[src/sv/bil_pkg.sv]
// Shared types and constants for the bounded indexed list.
package bil_pkg;

   localparam int unsigned DEPTH_DEFAULT = 64;
   localparam int unsigned CNT_W         = 7;
   localparam int unsigned POS_W         = 6;
   localparam int unsigned VAL_W         = 32;
   localparam int unsigned REQ_W         = 2;
   localparam int unsigned STAT_W        = 2;
   localparam logic [CNT_W-1:0] LIMIT_RESET = 7'd64;

   typedef enum logic [REQ_W-1:0] {
      REQ_APPEND = 2'd0,
      REQ_READ   = 2'd1,
      REQ_DELETE = 2'd2,
      REQ_NOP    = 2'd3
   } req_code_type;

   typedef enum logic [STAT_W-1:0] {
      STAT_OK   = 2'd0,
      STAT_FULL = 2'd1,
      STAT_OOB  = 2'd2
   } status_type;

   typedef enum logic {
      ST_IDLE,
      ST_READ
   } state_type;

   typedef enum logic [2:0] {
      OP_NONE,
      OP_APPEND,
      OP_DELETE,
      OP_LOAD,
      OP_SHIFT
   } cell_op_type;

   typedef struct packed {
      cell_op_type             op;
      logic [CNT_W-1:0]        count;
      logic [POS_W-1:0]        pos;
      logic signed [VAL_W-1:0] value;
   } cell_ctl_type;

endpackage

[src/sv/bil_cell.sv]
// One list cell: an entry (request value or next cell's entry) and a read carry (own entry or next cell's carry).
module bil_cell #(
   parameter int unsigned IDX = 0
) (
   input  logic                             clock,
   input  bil_pkg::cell_ctl_type            ctl_i,
   input  logic signed [bil_pkg::VAL_W-1:0] next_entry_i,
   input  logic signed [bil_pkg::VAL_W-1:0] next_carry_i,
   output logic signed [bil_pkg::VAL_W-1:0] entry_o,
   output logic signed [bil_pkg::VAL_W-1:0] carry_o
);
   import bil_pkg::*;

   logic signed [VAL_W-1:0] entry_ff, entry_in;
   logic signed [VAL_W-1:0] carry_ff, carry_in;
   logic                    at_count, at_pos, past_pos;

   always_comb begin
      at_count = (32'(IDX) == 32'(ctl_i.count));
      at_pos   = (32'(IDX) == 32'(ctl_i.pos));
      past_pos = (32'(IDX) >= 32'(ctl_i.pos));
      entry_in = entry_ff;
      carry_in = carry_ff;
      unique case (ctl_i.op)
         OP_APPEND: if (at_count) entry_in = ctl_i.value;
         OP_DELETE: if (past_pos) entry_in = next_entry_i;
         OP_LOAD:   if (at_pos) carry_in = entry_ff;
         OP_SHIFT:  carry_in = next_carry_i;
         default:   ;
      endcase
   end

   always_ff @(posedge clock) begin
      entry_ff <= entry_in;
      carry_ff <= carry_in;
   end

   assign entry_o = entry_ff;
   assign carry_o = carry_ff;

endmodule

[config.mk]
export PLATFORM = sky130hd
export DESIGN_NAME = bil_cell
export DESIGN_NICKNAME = d
export VERILOG_FILES = /design/src/sv/bil_pkg.sv /design/src/sv/bil_cell.sv
export SDC_FILE = /design/constraint.sdc
export NUM_CORES = 1
export LEC_CHECK = 0
export BUFFER_PORTS_ARGS = -buffer_cell sky130_fd_sc_hd__buf_2
export CAP_MARGIN = 30
export CORE_MARGIN = 1
export CORE_UTILIZATION = 46
export DETAILED_ROUTE_END_ITERATION = 10
export GPL_TIMING_DRIVEN = 0
export PLACE_DENSITY = 0.83
export REMOVE_ABC_BUFFERS = 1
export SYNTH_ARGS = -nofsm -noshare
export SYNTH_HDL_FRONTEND = slang
export SYNTH_SLANG_ARGS = --single-unit
[constraint.sdc]
create_clock -name clock -period 5 [get_ports clock]
set_clock_uncertainty 0.15 [all_clocks]
set_input_delay 0.5 -clock clock [delete_from_list [all_inputs] [get_ports clock]]
set_output_delay 0.5 -clock clock [all_outputs]
set_load 0.05 [all_outputs]
# Word-level counts from Yosys, hierarchy flattened
# Cells that the tools add are included.
dict set report word_totals {
  register_bits 64
  input_bits 113
  out_inout_bits 64
  wordCells 21
}
dict set report op_classes {
  order_cmp 1
  eq_ne 7
  mux 5
  reduce_logical 6
}
# cell n
set op_table {}
lappend op_table {{32-bit one-hot mux with 2 select lines} 2}
lappend op_table {{32-bit two-way mux} 3}
lappend op_table {{7-bit logical NOT} 1}
lappend op_table {{3-bit by 2-bit == test with 1-bit output, second input constant} 2}
lappend op_table {{1-bit by 6-bit greater-or-equal comparator with 1-bit output, first input constant} 1}
lappend op_table {{6-bit logical NOT} 1}
lappend op_table {{2-bit != test, second input constant} 3}
lappend op_table {{2-bit nonzero test} 2}
lappend op_table {{3-bit by 1-bit == test with 1-bit output, second input constant} 1}
lappend op_table {{3-bit == test, second input constant} 1}
lappend op_table {{3-bit AND reduction} 1}
lappend op_table {{2-bit AND reduction} 1}

# Depth between registers and ports, before layout
# Gate-level depths: netlist of the first run.
dict set report depth {
  depth_word 3
  mapped_depth 3
}

# Least setup slack after synthesis of the first run
# Ideal clock, no wire load.
dict set report synth_timing {
  kind {in2reg}
  start {input ctl_i[46] in the netlist's numbering}
  end {register carry_ff[0] (netlist: carry_o[0]) (enable)}
  setup_time_ns 0.390
  arrival_time_ns 1.754
  t_required_ns 4.460
  setup_slack_ns 2.706
  stages 3
  cell_sequence {nor3b_4 buf_4 a41o_1}
}
dict set report synth_between {
  elab_chain_len 3
  word_cells_on_any_way 5
  cone_classes {eq/ne (3); reduce/logical (2)}
}
# item line_no
set synth_lines {}
lappend synth_lines {{start: declaration} bil_cell.sv:6} ;# input bil_pkg::cell_ctl_type ctl_i,
lappend synth_lines {{3-bit by 2-bit == test with 1-bit output / 3-bit == test (equally long branches)} bil_cell.sv:24} ;# unique case (ctl_i.op)
lappend synth_lines {{2-bit != test (no source line) / 2-bit nonzero test (equally long branches)} n/a}
lappend synth_lines {{2-bit AND reduction (no source line) (*)} n/a}
lappend synth_lines {{end signal: assignment} bil_cell.sv:35} ;# carry_ff <= carry_in;
lappend synth_lines {{end: declaration} bil_cell.sv:15} ;# logic signed [VAL_W-1:0] carry_ff, carry_in;
# Mark *: on every way between the ends. The rest lies on a longest branch, timed or not.
# A chain may end at the register's enable or synchronous reset.

# Final worst setup path of the first run
dict set report layout_timing {
  start {input ctl_i[46] in the netlist's numbering}
  end {register entry_ff[17] (netlist: entry_o[17]) (enable)}
}
dict set report layout_between {
  elab_chain_len 3
  word_cells_on_any_way 6
  cone_classes {eq/ne (4); reduce/logical (2)}
}
# item line_no
set layout_lines {}
lappend layout_lines {{3-bit by 2-bit == test with 1-bit output / 3-bit by 1-bit == test with 1-bit output (equally long branches)} bil_cell.sv:24}
lappend layout_lines {{2-bit != test (no source line) / 2-bit nonzero test (equally long branches)} n/a}
lappend layout_lines {{3-bit AND reduction (no source line) (*)} n/a}
lappend layout_lines {{end signal: assignment} bil_cell.sv:34} ;# entry_ff <= entry_in;
lappend layout_lines {{end: declaration} bil_cell.sv:14} ;# logic signed [VAL_W-1:0] entry_ff, entry_in;
# Marks and branches as above.

==> results.md, run 1 <==
* R2r endpoint: carry_o[29]
* Buffers on Ports at ~180
* Outcome: completed
* Hold Vio Cnt, Final at 0
* Routed len/inst at 16.83 um
* Routed wl met3 at approximately 470 um
* Hold endpoint: entry_o[22]
* Most frequent cells after synthesis: edfxtp_1 (64), mux2_2 (60), mux2_1 (4)
* NumNets Final at 440
* DRT iter0 DRCs at 73
* Post CTS Setup Buffer Count at 0
* Sink Count at 64
* Worst Setup Path Type: primary input to register
* Top sig layer: met4
* Cell-internal power at 0.9331 mW
* Synthesized cell area at 2790 um^2
* Max-Cap Viols at 0
* Area occupied by multi-input gates at roughly 810 um^2
* Relative slew slack at 41.83%
* Initial Util at 47.41%
* Hold_sp: ctl_i[22]
* RSZ-0062 raised after global routing: no
* Arrival time worst endpoint at 2190 ps
* Total CTS buffers at 9
* Synth top area cells: edfxtp_1 (69%), mux2_2 (24%), mux2_1 (1.6%), nor3b_4 (1.3%), buf_6 (1.2%)
* Placed Area at 3752 um^2
* Die height at 79.88 um
* CORE AREA at 5886 um^2
* Met2 WL at 3.729 mm
* Vias in the first global route at a little over 2000
* Synth top area share at 68.88%
* Largest net degree at the start of global routing at 33
* Area leader, netlist: edfxtp_1
* Register area at 1922 um^2
* CP startpoint kind: primary input
* Initial antenna violation count at 0
* Clock-pin slew on the worst setup and hold paths at ~70 ps
* Net switching power at 0.2432 mW
* Crit-path max FO at 32
* VDD IR-drop max at 224.1 uV
* Layout cells sized above 1 at 77.41%
* Worst skew pair latency at 330 ps
* Slew Limit Fails at 0
* DRC viols at 0
* Horiz. Die Dim at around 80 um
* CTS tree: done
* WHS Path Cells at 2
* DRT met1 WL at 2.473 mm
* Top Ports at 177
* Netlist cell types at 12
* Primary FF master, synth: edfxtp_1
* Final cycle utilization of the critical path at 47.68%
* Final setup fails at 0
* CTS Buffer Depth at 2
* Fillers at roughly 450
* CTS root buf: clkbuf_8
* Total negative slack at 0 ps
* Sequential area share after synthesis at just under 70%
* Cell Pwr Density at 296.9 nW/um^2
* Asr flop ratio synth at 0%
* Register-to-register setup slack at 3890 ps
* P&R area growth vs syn at 42.02%
* Via count at 1999
* Kind of end point of the critical path: register
* Seq cells post-synth at 64
* Vias per cell at 4.912
* Worst R2R Start: entry_o[29]
* Least-Margin Pin Slew at 871.7 ps
* Post-route minimum period at 2384 ps
* Power share of the combinational group at 9.3%
* Worst r2r path cells at 1
* First-pass GRT wire length at 10.05 mm
* Final Wtd Congestion at 0.7834
* Switching Fraction at 20.68%
* Clock power share at 40.0%
* Worst Path Required at 4800 ps
* Hold Path Class: primary input to register
* Min Hold Slack at between 300 and 400 ps
* Mapped Cells at 144
* CTS H-tree depth at 3
* Post-cts resize count at 0
* Post-layout util at 67.33%
* Die ar. at 6381 um^2
* Hold Buf Count CTS at 0
* Routed wire length at 6.849 mm
* Share of power burned in registers at between 50% and 60%
* Total Routing Usage GR at 22.36%
* Antenna-violating nets left at 0
* ANT cells at 0
* Hpwl dp at 5.237 mm
* Pleak at ~1.7 nW
* Remaining Overflow, GRT at 0
* Design area at about 4000 um^2
* Synthesis Warnings at 0
* First-pass DRT Iterations at 4
* Cell row count at 28
* Peak Freq at between 400 and 500 MHz
* Most instantiated library cell after synthesis: edfxtp_1
* Syn_area_per_cell at 19.38 um^2
* EDFF count, synth at 64
-- through the flow --
stage          worst slack [ps]  total power [mW]  cells
3_3_place_gp               1209            0.7119    389
6_report                   2616             1.176    407
2_1_floorplan              2197            0.6607    138
4_1_cts                    2566             1.189    407
3_5_place_dp               2217            0.7187    391
5_1_grt                    2439             1.214    407
-- critical path, stage by stage --
cell and delay, ps:
buf_2 140, nor3b_4 690, a31o_2 840
-- flip-flops by register name, summed over array words and instances, names as in the netlist --
signal / flops
carry_o: 32
entry_o: 32
-- cells in the final DEF (no fill, tap or decap) --
master | netlist | final
bufinv_16 | 0 | 2
nor3b_4 | 2 | 2
clkinvlp_4 | 0 | 1
edfxtp_1 | 64 | 64
a31o_2 | 1 | 1
nor2b_1 | 1 | 1
buf_16 | 0 | 1
nor4_1 | 3 | 3
buf_8 | 0 | 1
mux2_2 | 60 | 60
buf_2 | 0 | 176
clkbuf_8 | 0 | 9
clkinv_1 | 0 | 1
a41o_2 | 0 | 1
clkinv_2 | 0 | 3
and3_1 | 1 | 1
nor2_1 | 1 | 1
mux2_1 | 4 | 4
-- kinds of logic (layout without fill, tap and decap cells) --
logic type	count (synthesis)	after routing	share of synthesized area (%)
DFF	64	64	68.88
buffers and inverters	6	194	2.018
muxes	64	64	25.83
AOI/OAI and AO/OA	2	2	0.6727
and+or+nand+nor	8	8	2.601
-- routing by layer --
| metal | vias up | track usage (%) |
|---|---|---|
| met3 | 17 | 4.457 |
| met5 | - | 0 |
| li1 | 946 | - |
| met1 | 930 | 22.96 |
| met2 | 106 | 41.79 |
| met4 | 0 | 12.68 |
-- cell type report --
class | count | share of cell area [%]
Multi-Input combinational cell | 74 | 20.52
Clock inverter | 7 | 2.179
Sequential cell | 64 | 48.50
Clock buffer | 9 | 3.126
Tap cell | 75 | 2.368
Timing Repair Buffer | 178 | 23.30
-- power groups by stage --
stage / combinational [mW] / sequential [mW] / clock, mW
finish: 0.109 / 0.597 / 0.470
global route: 0.119 / 0.597 / 0.498
CTS: 0.110 / 0.597 / 0.482
detailed placement: 0.110 / 0.609 / 0
global placement: 0.103 / 0.609 / 0
floorplan: 0.0389 / 0.622 / 0
-- worst max path at each step --
stage / from / to / slack [ps] / depth (start not counted)
after global placement: ctl_i[46] / carry_o[11] / 1210 / 3
after CTS: ctl_i[46] / entry_o[18] / 2570 / 3
after global routing: ctl_i[46] / entry_o[29] / 2440 / 3
final: ctl_i[46] / entry_o[17] / 2620 / 3
after floorplan: ctl_i[46] / carry_o[0] / 2200 / 2
after detailed placement: ctl_i[46] / entry_o[11] / 2220 / 3
(Power assumes the default switching activity.)
==> run 2, diff against run 1 <==
--- a/config.mk
+++ b/config.mk
@@ -5,13 +5,14 @@
 export SDC_FILE = /design/constraint.sdc
 export NUM_CORES = 1
 export LEC_CHECK = 0
+export ABC_AREA = 1
 export BUFFER_PORTS_ARGS = -buffer_cell sky130_fd_sc_hd__buf_2
 export CAP_MARGIN = 30
 export CORE_MARGIN = 1
-export CORE_UTILIZATION = 46
+export CORE_UTILIZATION = 39
 export DETAILED_ROUTE_END_ITERATION = 10
 export GPL_TIMING_DRIVEN = 0
-export PLACE_DENSITY = 0.83
+export PLACE_DENSITY = 0.74
 export REMOVE_ABC_BUFFERS = 1
 export SYNTH_ARGS = -nofsm -noshare
 export SYNTH_HDL_FRONTEND = slang
==> constraint.sdc (replaced) <==
create_clock -name clock -period 2.1 [get_ports clock]
set_clock_uncertainty 0.15 [all_clocks]
set_input_delay 0.21 -clock clock [delete_from_list [all_inputs] [get_ports clock]]
set_output_delay 0.21 -clock clock [all_outputs]
set_load 0.05 [all_outputs]
==> results.md, run 2 <==
* Outcome: completed
* ANT cells at 0 (unchanged)
* Vias per cell at 4.699 (-4.3%)
* CTS Buffer Depth at 2 (unchanged)
* Final Wtd Congestion at 0.8234 (+5.1%)
* Commonest non-fill, non-tap cell in the layout: buf_2
* First-pass DRT Iterations at 4 (unchanged)
* Worst Path Required at 2150 ps (-2650 ps)
* RSZ-0062 raised after global routing: no
* Final WS setup at 80.75 ps (-2535 ps)
* Synthesis Warnings at 0 (unchanged)
* Placed Area at 3914 um^2 (+4.3%)
* Crit. Startpoint: ctl_i[47]
* Worst r2r path cells at 2 (+1)
* Slew Limit Fails at 0 (unchanged)
* Worst skew pair latency at 330 ps (about the same)
* First-pass GRT wire length at 12.66 mm (+26%)
* Initial antenna violation count at 0 (unchanged)
* Commonest cells after routing, fill and taps aside: buf_2 (175), nand2_1 (167), edfxtp_1 (64)
* Post-route minimum period at slightly above 2000 ps
* NumNets Final at 640 (+45%)
* Cell Pwr Density at 603.6 nW/um^2 (+100%)
* CTS tree: done
* Seq cells post-synth at 64 (unchanged)
* Buffers on Ports at 176 (unchanged)
* Pleak at 2.242 nW (+34%)
* Hold Path Class: primary input to register
* Mapped Cells at 298 (+110%)
* Total Power at 2.805 mW (+140%)
* Total CTS buffers at 9 (unchanged)
* Crit-path slowest cell: dlygate4sd3_1
* Kind of end point of the critical path: register
* Hold_sp: next_entry_i[28]
* EDFF count, synth at 64 (unchanged)
* Most frequent cells after synthesis: nand2_1 (167), edfxtp_1 (64), nand3_1 (34), buf_2 (10), nor2_1 (9)
* Synthesized cell area at 2874 um^2 (+3.0%)
* Layout cells sized above 1 at 37.78% (-40 points)
* CP max stage delay at 550 ps (-290 ps)
* Antenna-violating nets left at 0 (unchanged)
* DRC viols at 0 (unchanged)
* Initial Util at 41.39% (-6.0 points)
* Syn_area_per_cell at 9.644 um^2 (-50%)
* Worst Setup Path Type: primary input to register
* WHS Path Cells at 3 (+1)
* Setup WS pre-CTS at -588.2 ps (-2806 ps)
* CORE AREA at 6944 um^2 (+18%)
* Worst R2R Start: entry_o[5]
* Netlist cell types at 12 (unchanged)
* Die ar. at 7717 um^2 (+21%)
* DRT iter0 DRCs at 87 (+19%)
* Die height at 87.85 um (+10%)
* Sink Count at 64 (unchanged)
* Hpwl dp at 5.607 mm (+7.1%)
* Largest net degree at the start of global routing at 36 (+9.1%)
* Final cycle utilization of the critical path at 96.15%
* Top Ports at 177 (unchanged)
* CTS root buf: clkbuf_8
* Asr flop ratio synth at 0% (unchanged)
* Routed wire length at 8.531 mm (+25%)
* Synth top area cells: edfxtp_1 (67%), nand2_1 (22%), nand3_1 (5.9%), buf_2 (1.7%), nor2_1 (1.2%)
* CTS H-tree depth at 3 (unchanged)
* Max-Cap Viols at 0 (unchanged)
* R2r endpoint: carry_o[5]
* Least-Margin Pin Slew at 735.5 ps (-136.2 ps)
* Fillers at 553 (+23%)
* Primary FF master, synth: edfxtp_1
* Synth top area share at 66.87% (-2.0 points)
* Cell row count at 30 (+7.1%)
* Hold Vio Cnt, Final at 0 (unchanged)
* Final setup fails at 0 (unchanged)
* Crit-path max FO at 35 (+9.4%)
* Remaining Overflow, GRT at 0 (unchanged)
* Register-to-register setup slack at 1150 ps (-2740 ps)
* Arrival time worst endpoint at 2070 ps (-120 ps)
* CP startpoint kind: primary input
* VDD IR-drop max at 375.8 uV (+68%)
* Area leader, netlist: edfxtp_1
* Peak Freq at 495.2 MHz
* Sequential area share after synthesis at 66.87% (-2.0 points)
* Via count at 2951 (+48%)
* Vias in the first global route at 2841 (+41%)
* Most instantiated library cell after synthesis: nand2_1
* Horiz. Die Dim at 87.85 um (+10%)
* Clock-pin slew on the worst setup and hold paths at 70 ps (about the same)
* Total Routing Usage GR at 22.31% (-0.044 points)
* Relative slew slack at 50.85% (+9.0 points)
* Routed len/inst at 13.58 um (-19%)
* Worst-path cell chain: clkbuf_4, nor3_4, buf_4, buf_4, buf_8, nand2_1, nand2_1, dlygate4sd3_1
* Design area at 4647 um^2 (+17%)
* P&R area growth vs syn at 61.69%
* Hold endpoint: entry_o[28]
## run 2: cells by family (layout without fill, tap and decap cells)
group	count (synthesis)	count (layout)	synth area share, %
simple gates	213	213	29.91
flops	64	64	66.87
compound gates	1	1	0.1740
buf+inv	20	254	3.048
## run 2: cell type report
type / instances / area [um^2] / share of cell area, %
multi-input combinational: 214 / 880.8 / 18.96
tap: 96 / 120.1 / 2.585
clock inverter: 6 / 50.05 / 1.077
inverter: 4 / 17.52 / 0.3770
sequential: 64 / 1922 / 41.36
timing repair buffer: 234 / 1529 / 32.90
clock buffer: 10 / 127.6 / 2.746
## run 2: what timing repair did
item / CTS / global route
hold endpoints to repair: 28 / 2
setup endpoints to repair: 64 / 19
setup buffers: 4 / 0
hold buffers: 47 / 2
pin swaps: 1 / 0
gates resized for setup: 1 / 3
## run 2: worst max-delay path by stage
stage,to,cells past startpoint
floorplan,carry_o[0],3
global placement,carry_o[2],4
detailed placement,carry_o[19],6
CTS,entry_o[11],7
global route,entry_o[27],8
finish,entry_o[9],8
## run 2: power breakdown
group | switching [mW] | internal [mW]
registers | 0.00266 | 1.42
logic | 0.191 | 0.202
clock network | 0.457 | 0.531
## run 2: metal layers
metal | global-route usage, % | vias up | routed length [um]
li1 | - | 1440 | -
met1 | 22.71 | 1336 | 3101
met2 | 40.87 | 147 | 4464
met3 | 5.655 | 28 | 636
met4 | 13.56 | 0 | 328
met5 | 0 | - | 0
## run 2: per-stage QoR
step           hold WS [ps]  std cells  setup TNS (ps)  utilization, %
2_1_floorplan         238.6        282          -50160               -
3_3_place_gp          321.5        554         -193600           54.76
3_5_place_dp          327.0        559          -46060           56.36
4_1_cts              0.4842        626               0           66.56
5_1_grt               1.718        628               0           66.92
6_report              7.757        628               0           66.92
## run 2: critical path: cells and delay by family
kind	cells	cell delay (ps)
buffers and inverters	5	1460
and+or+nand+nor	3	390
