`src/sv/bil_pkg.sv`:
```
// Shared types and constants for the bounded indexed list.
package bil_pkg;

   localparam int unsigned DEPTH_DEFAULT = 64;
   localparam int unsigned CNT_W         = 7;
   localparam int unsigned POS_W         = 6;
   localparam int unsigned VAL_W         = 32;
   localparam int unsigned REQ_W         = 2;
   localparam int unsigned STAT_W        = 2;
   localparam logic [CNT_W-1:0] LIMIT_RESET = 7'd64;

   typedef enum logic [REQ_W-1:0] {
      REQ_APPEND = 2'd0,
      REQ_READ   = 2'd1,
      REQ_DELETE = 2'd2,
      REQ_NOP    = 2'd3
   } req_code_type;

   typedef enum logic [STAT_W-1:0] {
      STAT_OK   = 2'd0,
      STAT_FULL = 2'd1,
      STAT_OOB  = 2'd2
   } status_type;

   typedef enum logic {
      ST_IDLE,
      ST_READ
   } state_type;

   typedef enum logic [2:0] {
      OP_NONE,
      OP_APPEND,
      OP_DELETE,
      OP_LOAD,
      OP_SHIFT
   } cell_op_type;

   typedef struct packed {
      cell_op_type             op;
      logic [CNT_W-1:0]        count;
      logic [POS_W-1:0]        pos;
      logic signed [VAL_W-1:0] value;
   } cell_ctl_type;

endpackage

```
`src/sv/bil_ctrl.sv`:
```
// Request decode, entry count, read sequencing and result register.
module bil_ctrl #(
   parameter int unsigned DEPTH = bil_pkg::DEPTH_DEFAULT
) (
   input  logic                              clock,
   input  logic                              reset,
   input  logic                              start,
   output logic                              busy,
   input  logic [bil_pkg::REQ_W-1:0]         req_type,
   input  logic [bil_pkg::POS_W-1:0]         req_position,
   input  logic signed [bil_pkg::VAL_W-1:0]  req_value_in,
   input  logic                              csr_wr_en,
   input  logic [bil_pkg::CNT_W-1:0]         csr_entry_limit,
   input  logic signed [bil_pkg::VAL_W-1:0]  carry_head_i,
   output bil_pkg::cell_ctl_type             ctl_o,
   output logic                              rsp_valid,
   output logic [bil_pkg::STAT_W-1:0]        rsp_status,
   output logic signed [bil_pkg::VAL_W-1:0]  rsp_value_out,
   output logic [bil_pkg::CNT_W-1:0]         rsp_entry_count
);
   import bil_pkg::*;

   state_type               state_ff, state_in;
   logic [CNT_W-1:0]        count_ff, count_in;
   logic [CNT_W-1:0]        limit_ff;
   logic [POS_W-1:0]        shift_ff, shift_in;
   logic                    rsp_valid_ff, rsp_valid_in;
   status_type              rsp_status_ff, rsp_status_in;
   logic signed [VAL_W-1:0] rsp_value_ff, rsp_value_in;
   logic [CNT_W-1:0]        rsp_count_ff, rsp_count_in;
   logic                    accept, in_range, can_append;
   req_code_type            req_code;

   assign accept     = start && (state_ff == ST_IDLE);
   assign req_code   = req_code_type'(req_type);
   assign in_range   = (32'(req_position) < 32'(count_ff));
   assign can_append = (32'(count_ff) < 32'(limit_ff)) && (32'(count_ff) < DEPTH);

   always_comb begin
      state_in = state_ff;
      unique case (state_ff)
         ST_IDLE: if (accept && req_code == REQ_READ && in_range) state_in = ST_READ;
         ST_READ: if (shift_ff == '0) state_in = ST_IDLE;
         default: state_in = ST_IDLE;
      endcase
   end

   always_comb begin
      ctl_o         = '{op: OP_NONE, count: count_ff, pos: req_position, value: req_value_in};
      count_in      = count_ff;
      shift_in      = shift_ff;
      rsp_valid_in  = 1'b0;
      rsp_status_in = STAT_OK;
      rsp_value_in  = '0;
      rsp_count_in  = count_ff;
      unique case (state_ff)
         ST_IDLE: begin
            if (accept) begin
               unique case (req_code)
                  REQ_APPEND: begin
                     rsp_valid_in = 1'b1;
                     if (can_append) begin
                        ctl_o.op     = OP_APPEND;
                        count_in     = count_ff + 7'd1;
                        rsp_count_in = count_ff + 7'd1;
                     end else begin
                        rsp_status_in = STAT_FULL;
                     end
                  end
                  REQ_READ: begin
                     if (in_range) begin
                        ctl_o.op = OP_LOAD;
                        shift_in = req_position;
                     end else begin
                        rsp_valid_in  = 1'b1;
                        rsp_status_in = STAT_OOB;
                     end
                  end
                  REQ_DELETE: begin
                     rsp_valid_in = 1'b1;
                     if (in_range) begin
                        ctl_o.op     = OP_DELETE;
                        count_in     = count_ff - 7'd1;
                        rsp_count_in = count_ff - 7'd1;
                     end else begin
                        rsp_status_in = STAT_OOB;
                     end
                  end
                  default: rsp_valid_in = 1'b1;
               endcase
            end
         end
         ST_READ: begin
            if (shift_ff == '0) begin
               rsp_valid_in = 1'b1;
               rsp_value_in = carry_head_i;
            end else begin
               ctl_o.op = OP_SHIFT;
               shift_in = shift_ff - 6'd1;
            end
         end
         default: ;
      endcase
   end

   always_ff @(posedge clock) begin
      if (reset) begin
         state_ff     <= ST_IDLE;
         count_ff     <= '0;
         limit_ff     <= LIMIT_RESET;
         shift_ff     <= '0;
         rsp_valid_ff <= 1'b0;
      end else begin
         state_ff     <= state_in;
         count_ff     <= count_in;
         shift_ff     <= shift_in;
         rsp_valid_ff <= rsp_valid_in;
         if (csr_wr_en) limit_ff <= csr_entry_limit;
      end
   end

   always_ff @(posedge clock) begin
      rsp_status_ff <= rsp_status_in;
      rsp_value_ff  <= rsp_value_in;
      rsp_count_ff  <= rsp_count_in;
   end

   assign busy            = (state_ff == ST_READ);
   assign rsp_valid       = rsp_valid_ff;
   assign rsp_status      = rsp_status_ff;
   assign rsp_value_out   = rsp_value_ff;
   assign rsp_entry_count = rsp_count_ff;

   a_count_bound: assert property (@(posedge clock) disable iff (reset)
      32'(count_ff) <= DEPTH)
      else $error("entry count beyond depth");

   a_shift_quiet: assert property (@(posedge clock) disable iff (reset)
      (state_ff == ST_READ && shift_ff != '0) |=> !rsp_valid_ff)
      else $error("result during read shift");

   a_single_cycle: assert property (@(posedge clock) disable iff (reset)
      (accept && !(req_code == REQ_READ && in_range)) |=> rsp_valid_ff)
      else $error("missing result after request");

   a_append_count: assert property (@(posedge clock) disable iff (reset)
      (accept && req_code == REQ_APPEND && can_append) |=>
      (count_ff == $past(count_ff) + 7'd1))
      else $error("append did not advance count");

   a_err_zero: assert property (@(posedge clock) disable iff (reset)
      (rsp_valid_ff && rsp_status_ff != STAT_OK) |-> (rsp_value_ff == '0))
      else $error("error result carries a value");

endmodule

```
`config.mk`:
```
export PLATFORM = sky130hd
export DESIGN_NAME = bil_ctrl
export DESIGN_NICKNAME = d
export VERILOG_FILES = /design/src/sv/bil_pkg.sv /design/src/sv/bil_ctrl.sv
export SDC_FILE = /design/constraint.sdc
export NUM_CORES = 1
export LEC_CHECK = 0
export BUFFER_PORTS_ARGS = -buffer_cell sky130_fd_sc_hd__buf_2
export CAP_MARGIN = 20
export CORE_MARGIN = 2
export CORE_UTILIZATION = 30
export CTS_CLUSTER_DIAMETER = 100
export DETAILED_ROUTE_END_ITERATION = 16
export PLACE_DENSITY_LB_ADDON = 0.3
export SYNTH_ARGS = -nofsm -noshare
export SYNTH_HDL_FRONTEND = slang
export SYNTH_SLANG_ARGS = --single-unit
```
`constraint.sdc`:
```
create_clock -name clock -period 2.8 [get_ports clock]
set_input_delay 0.14 -clock clock [delete_from_list [all_inputs] [get_ports clock]]
set_output_delay 0.14 -clock clock [all_outputs]
set_load 0.03 [all_outputs]
```
* Word level (Yosys, flattened, before mapping) *
Index checks and enable logic that the tools add are counted.

storage, ports and cells
  bits in registers = 63
  logic and storage cells = 60
  output and inout port bits = 91

operators by class
  bitwise logic cells = 2
  equality and inequality tests = 6
  $lt $le $gt $ge = 3
  reduce and logical (&&, ||, !) cells = 10
  multiplexer cells = 28
  add/subtract/negate cells = 3

operator list
  operator               count
  $mux W7                4
  $mux W6                4
  $pmux W7 S2            1
  $pmux W6 S2            1
  $mux W1                8
  $mux W2                4
  $add A7 B1 Y7 const B  1
  $lt A6 B7 Y1           1
  $lt A7 B7 Y1           1
  $lt A7 B7 Y1 const B   1
  $sub A7 B1 Y7 const B  1
  $logic_not A6 Y1       1
  $ne A2 B2 Y1 const B   3
  $pmux W2 S3            1
  $pmux W3 S2            1
  $sub A6 B1 Y6 const B  1
  $logic_and A1 B1 Y1    4
  $pmux W1 S2            2
  $pmux W2 S2            1
  $reduce_and A4 Y1      1
  $reduce_or A2 Y1       2
  $mux W3                1
  $eq A2 B1 Y1 const B   1
  $eq A2 B2 Y1 const B   1
  4 further kinds        5

* Logic depth before layout (Yosys ltp) *
Gate-level depths: netlist of the first run.

  depth in word-level cells = 6
  depth in mapped cells = 9

* Least setup slack after synthesis of the first run *
No wires, ideal clock.

  path type = reg-to-output
  start point = register count_ff[1]
  end point = output port ctl_o[45] (netlist name)
  path slack = 0.138 ns
  arrival time = 2.522 ns
  cell stages (with the launch flop) = 8
  required time = 2.660 ns
  cell sequence = dfxtp_1 inv_1 ha_1 a211o_1 a21oi_2 buf_6 nand2_1 a211oi_1

RTL lines
  element                   line             RTL
  start: declaration        bil_ctrl.sv:24   logic [CNT_W-1:0] count_ff, count_in;
  start signal: assignment  bil_ctrl.sv:115  count_ff <= count_in;
  end: declaration          bil_ctrl.sv:15   output bil_pkg::cell_ctl_type ctl_o,

==> impl_metrics.ini, run 1 <==
[status]
outcome = finished, final reports clean

[synth]
ys_ff_latch = 63
yosys_warnings = 0
yosysUniqueCellTypes = 51
synth_area_um2 = 3072
synth_compound_area_frac = 0.1385
synth_xor_area_frac = 0
synth_mux_area_frac = 0.03625
synth-simple-area-share = 0.1943
synth_area_per_cell_um2 = 9.224
synth_fp_nets = 435
synth_edf_count = 0
ys_async_sr_fraction = 0
seq_area_frac_synth = 0.4106
synthCells = 333
yosys.area_share.adder = 0.07739
synth_top_family_by_area = simple AND/OR/NAND/NOR gates
dominantRegCellSynth = dfxtp_1

[place]
gp_congestion = 0.9010
place.detailed.hpwl_mm = 5.895
io_buffers = 109
place_ws_ns = 0.4921
place_area_um2 = 3502

[job]
drv_cap = 0

[timing]
slew-limit-headroom = 0.4172
tns_ns = 0
hold_violations = 0
skew_ns = 0.008989
worst_slack_ns = 0.2441
finalSetupViolations = 0
drv_slew = 0
fin_crit_sh = 0.9128
period_needed_ns = 2.556
tightest_slew_ns = 0.8742
clock.fmax_ghz = 0.3913
rsz0062_at_grt = false

[finish]
antennaDiodeCount = 0
multiInputGateArea_um2 = 1376
stdcell_area_um2 = 4060
fin_nets = 545
fillers = 976
drive_gt1_frac = 0.3281
regArea_um2 = 1261
syn_to_final_growth_pct = 32.18

[route]
first_pass_iters = 4
drt_iter0_drc = 149
wl_mm = 8.045
detail_route.wl_per_cell_um = 13.85
post_drt_via_cell_ratio = 4.573
postRouteAntennaNets = 0
vias = 2657
drc = 0

[critical_path]
critPathRequiredTime_ns = 2.66
cp_max_fo = 7
rrSetupSlack_ns = 0.45
r2r_start = count_ff[5]
critPathLaunchType = flop
cp-end-kind = output pin
reg2reg_to = count_ff[2]
crit_type = flop to output pin
cp.arrival_ns = 2.42
reg2regPathDepth = 10

[floorplanning]
dieArea_um2 = 11060
start_util = 0.3114
rows = 36
dieWidth_um = 105.2
core_area_um2 = 9864
ios = 174
die_y_um = 105.2

[global_routing]
grt_max_degree = 34
grt_antenna_before_repair = 0
grt_usage = 0.1443
grt_pass1_wl_mm = 12.74
overflow = 0
grt_pass1_vias = 2638

[pwr]
cellPowerDensity_nw_per_um2 = 596.9
p_sw_uw = 632.2
intPower_mw = 1.791
ir_drop_mv = 0.2524
cellLeakagePower_nw = 1.972
total_power_mw = 2.423
p_seq_frac = 0.393
share_comb_of_total_power = 0.176
clkPwrFrac = 0.430
switching_share = 0.2609

[hold_path]
hold_end = rsp_value_out[23]
holdPathStages = 2
hold_class = primary input to flop
hp-start = carry_head_i[23]

[clocking]
cts.sink_count = 63
clock_latency_ns = 0.34
cts_buffer_depth = 2
tritoncts = built
cts_buffers = 9
ctsRootBufferMaster = clkbuf_8
htree_levels = 3
clkSlewWorstSetupHoldPaths_ns = 0.07
## power groups by stage
stage          Clock [mW]  Combinational (mW)  Sequential, mW
6_report             1.04               0.428           0.953
5_1_grt              1.11               0.470           0.957
4_1_cts              1.07               0.413           0.953
3_5_place_dp            0               0.383           0.974
3_3_place_gp            0               0.378           0.973
2_1_floorplan           0               0.289            1.03
## synthesized netlist by cell type, types with 2 or more instances
master | count | area, um^2
o21ai_1 | 2 | 10.01
and4_1 | 2 | 17.52
a32o_1 | 2 | 20.02
a21oi_2 | 2 | 17.52
a21o_1 | 2 | 15.01
a41o_1 | 2 | 20.02
nor3_1 | 4 | 20.02
nor2b_1 | 8 | 50.05
nor2_1 | 24 | 90.09
dfxtp_1 | 63 | 1261
a211o_1 | 2 | 17.52
a211oi_1 | 5 | 37.54
nand2b_1 | 3 | 18.77
mux2i_1 | 10 | 100.1
nor4_1 | 3 | 18.77
nand3_1 | 7 | 35.03
buf_4 | 38 | 285.3
o21ai_0 | 5 | 25.02
ha_1 | 19 | 237.7
clkbuf_1 | 8 | 30.03
buf_6 | 2 | 22.52
o211ai_1 | 2 | 15.01
nand4_1 | 4 | 25.02
a21oi_1 | 11 | 55.05
and2_1 | 33 | 206.5
o32ai_1 | 3 | 26.28
inv_1 | 22 | 82.58
and3_1 | 4 | 25.02
nand2_1 | 16 | 60.06
a31oi_1 | 4 | 25.02
## per-stage QoR
| stage | utilization | instances | hold WS, ns |
|---|---|---|---|
| floorplan | - | 333 | 0.2617 |
| global route | 0.4116 | 581 | 0.001528 |
| global placement | 0.3550 | 535 | 0.2802 |
| finish | 0.4116 | 581 | 0.009178 |
| detailed placement | 0.3550 | 535 | 0.2802 |
| CTS | 0.4068 | 576 | 0.00005401 |
## cell usage in the layout (no fill, tap or decap), types with 3 or more instances in the layout
cell,instances
bufinv_16,4
a21oi_1,11
nor2_1,24
nand4_1,4
a31oi_1,4
a211oi_1,4
and2_1,33
ha_1,19
dlygate4sd3_1,27
o21ai_0,5
nand2_1,16
dfxtp_1,63
nor2b_1,8
clkbuf_8,9
and3_1,4
buf_2,109
nand2b_1,3
nand3_1,7
o32ai_1,3
mux2i_1,10
buf_4,13
nor3_1,4
inv_1,22
nor4_1,3
## routing by layer
| layer | routed length (um) | GRT usage |
|---|---|---|
| met1 | 3275 | 0.1749 |
| met2 | 4053 | 0.2406 |
| met3 | 566 | 0.04679 |
| met4 | 149 | 0.04667 |
| met5 | 0 | 0 |
## worst max-delay path by stage
| stage | from | to |
|---|---|---|
| floorplan | count_ff[1] | ctl_o[45] |
| finish | count_ff[2] | ctl_o[45] |
| global placement | count_ff[3] | ctl_o[45] |
| CTS | count_ff[3] | ctl_o[45] |
| global route | count_ff[2] | ctl_o[45] |
| detailed placement | count_ff[3] | ctl_o[45] |
## layout make-up
class	instances	area share
clock buffers	10	0.03143
clock inverters	6	0.03267
inverters	22	0.02034
multi-input cells	198	0.3390
flip-flops and latches	63	0.3106
well taps	133	0.04099
repair buffers	149	0.2250
## worst max-delay path, cell delays in order (launching register included)
cell and delay [ns]:
dfxtp_1 0.33, buf_4 0.16, ha_1 0.31, a21oi_1 0.14, o21ai_1 0.12, a211oi_1 0.22
buf_4 0.18, nand2_1 0.10, a211oi_2 0.28, buf_2 0.25
## cell families after synthesis
| logic type | count (synthesis) |
|---|---|
| and+or+nand+nor | 112 |
| buffers and inverters | 72 |
| DFF | 63 |
| AOI/OAI and AO/OA | 56 |
| adders and majority gates | 19 |
| muxes | 11 |
## sequential cells by signal, indices dropped and copies added, names as in the netlist
register,count
busy,1
count_ff,7
limit_ff,7
rsp_entry_count,7
rsp_status,2
rsp_valid,1
rsp_value_out,32
shift_ff,6
## repair_timing
item,CTS,global route
hold buffers,25,2
setup buffers,0,3
resized for setup,0,1
endpoints found under the hold margin,25,2
endpoints found under the setup margin,0,1
Note: power is estimated with default switching activity, not from simulation.
==> run 2: changes to the inputs <==
--- a/config.mk
+++ b/config.mk
@@ -12,6 +12,7 @@
 export CTS_CLUSTER_DIAMETER = 100
 export DETAILED_ROUTE_END_ITERATION = 16
 export PLACE_DENSITY_LB_ADDON = 0.3
+export REMOVE_ABC_BUFFERS = 1
 export SYNTH_ARGS = -nofsm -noshare
 export SYNTH_HDL_FRONTEND = slang
 export SYNTH_SLANG_ARGS = --single-unit
==> run 2 against run 1 <==
  * First-iteration DRC count fell by 30%
  * Combinational power shrank 4.9%
  * Sequential cell count is the same
  * Register-to-register slack worse by 0.02 ns
  * Sequential power rose by 0.8%
  * Core utilization fell by 0.52 points
  * Routed wire length up 15%
  * Critical path depth is 1 lower
  * Worst hold slack gained 0.013 ns
  * Clock power fell by 6%
  * Non-clock buffer count is 5 lower
  * Design area shrank 1.3%
  * Largest cell class unchanged
==> impl_metrics.ini, run 2 (synthesized netlist as in run 1, its figures left out) <==
[critical_path]
critPathLaunchType = flop
reg2regPathDepth = 9
crit_type = flop to output pin
reg2reg_to = count_ff[2]
cp-startpoint = count_ff[4]
crit_chain = ha_1 > a41oi_2 > o21ai_1 > a211oi_1 > buf_4 > nand2_1 > a211oi_1 > buf_2
cp.depth = 8
r2r_start = count_ff[4]
cp-end-kind = output pin
max_stage_delay_ns = 0.49
worst_path_most_repeated_cell = a211oi_1
crit_path_end = ctl_o[45]
critPathTopFamily = compound AO/OA/AOI/OAI gates
cp_max_fo = 8
rrSetupSlack_ns = 0.43
cp.arrival_ns = 2.46
cp_slowest_cell = dfxtp_1
critPathRequiredTime_ns = 2.66
worst-path-buf-inv = 2

[finish]
drive_gt1_frac = 0.3205
layout_commonest_cell = buf_2
syn_to_final_growth_pct = 30.51
antennaDiodeCount = 0
largest_reg_flops = 32
fin_nets = 540
most-common-layout-cells = buf_2 (109), dfxtp_1 (61), and2_1 (33)
fillers = 969
final_cells = 576

[timing]
fin_crit_sh = 0.9284
slew-limit-headroom = 0.4314
rsz0062_at_grt = false
finalSetupViolations = 0
period_needed_ns = 2.600
skew_ns = 0.006525
drv_slew = 0
hold_violations = 0
tightest_slew_ns = 0.8529
clock.fmax_ghz = 0.3847
tns_ns = 0

[clocking]
cts_buffer_depth = 2
cts_buffers = 9
cts_setup_buffers = 0
clock_latency_ns = 0.34
htree_levels = 3
ctsRootBufferMaster = clkbuf_8
tritoncts = built
clkSlewWorstSetupHoldPaths_ns = 0.08
cts.sink_count = 63

[global_routing]
grt_pass1_wl_mm = 14.55
grt_antenna_before_repair = 0
grt_usage = 0.1694
grt_pass1_vias = 2763
grt_max_degree = 34
overflow = 0

[route]
post_drt_via_cell_ratio = 4.688
wl_mm = 9.225
first_pass_iters = 4
postRouteAntennaNets = 0
vias = 2700
detail_route.wl_per_cell_um = 16.02
drt_iter0_drc = 105
drc = 0

[place]
gp_congestion = 0.8405
place.detailed.hpwl_mm = 6.569
place_inst = 531
io_buffers = 109

[pwr]
cellPowerDensity_nw_per_um2 = 584.7
ir_drop_mv = 0.3407
cellLeakagePower_nw = 1.938

[status]
outcome = finished, final reports clean

[floorplanning]
dieArea_um2 = 11060
core_area_um2 = 9864
rows = 36
ios = 174
start_util = 0.3114
dieWidth_um = 105.2
die_y_um = 105.2

[job]
drv_cap = 0

[hold_path]
hold_class = primary input to flop
## run 2: worst register-to-register path: stages (launching register included)
cell and delay (ns):
dfxtp_1 0.49, inv_1 0.10, ha_1 0.30, a211oi_1 0.07, nor3_1 0.36, a21oi_2 0.10, buf_4 0.20, a32o_1 0.27
a22o_1 0.24, and2_1 0.15
## run 2: metal layers
layer  share of wire  up-vias  GRT usage  routed length, um
li1                -     1314          -                  -
met1            0.44     1235     0.1998               4035
met2            0.42      138     0.2539               3897
met3            0.13       13     0.1011               1170
met4           0.013        0    0.05238                122
met5               0        -    0.02381                  0
## run 2: area by class of cell
cell class | count | area [um^2] | area share
repair buffers | 144 | 880.8 | 0.2197
flip-flops and latches | 63 | 1264 | 0.3152
clock inverters | 7 | 120.1 | 0.02996
inverters | 22 | 82.58 | 0.02060
multi-input cells | 198 | 1371 | 0.3421
clock buffers | 9 | 123.9 | 0.03090
well taps | 133 | 166.4 | 0.04151
## run 2: worst min path at each step
stage | start | to | slack, ns | cells after the start
detailed placement | req_value_in[8] | ctl_o[8] | 0.28 | 0
global placement | req_value_in[8] | ctl_o[8] | 0.28 | 0
CTS | carry_head_i[23] | rsp_value_out[23] | 0.001 | 2
global route | carry_head_i[23] | rsp_value_out[23] | 0.005 | 2
floorplan | reset | count_ff[0] | 0.20 | 1
finish | carry_head_i[5] | rsp_value_out[5] | 0.02 | 2
## run 2: through the flow
step / cell area [um^2] / worst slack (ns) / util / hold WS (ns) / power (mW)
3_3_place_gp: 3472 / 0.4766 / 0.3520 / 0.2802 / 1.349
4_1_cts: 4006 / 0.1117 / 0.4061 / 0.001189 / 2.370
5_1_grt: 4009 / 0.04141 / 0.4064 / 0.005463 / 2.450
6_report: 4009 / 0.2005 / 0.4064 / 0.02200 / 2.344
2_1_floorplan: 2715 / 0.03859 / - / 0.2024 / 1.203
3_5_place_dp: 3472 / 0.4579 / 0.3520 / 0.2802 / 1.355
## run 2: repair_timing
| action | 4_1_cts | 5_1_grt |
|---|---|---|
| hold buffers | 29 | 0 |
| endpoints found under the setup margin | 0 | 1 |
| gates resized for setup | 0 | 2 |
| endpoints found under the hold margin | 29 | 0 |
## run 2: power by group
part,switching (mW),internal (mW)
Sequential,0.0265,0.934
Combinational,0.242,0.165
Clock,0.382,0.594
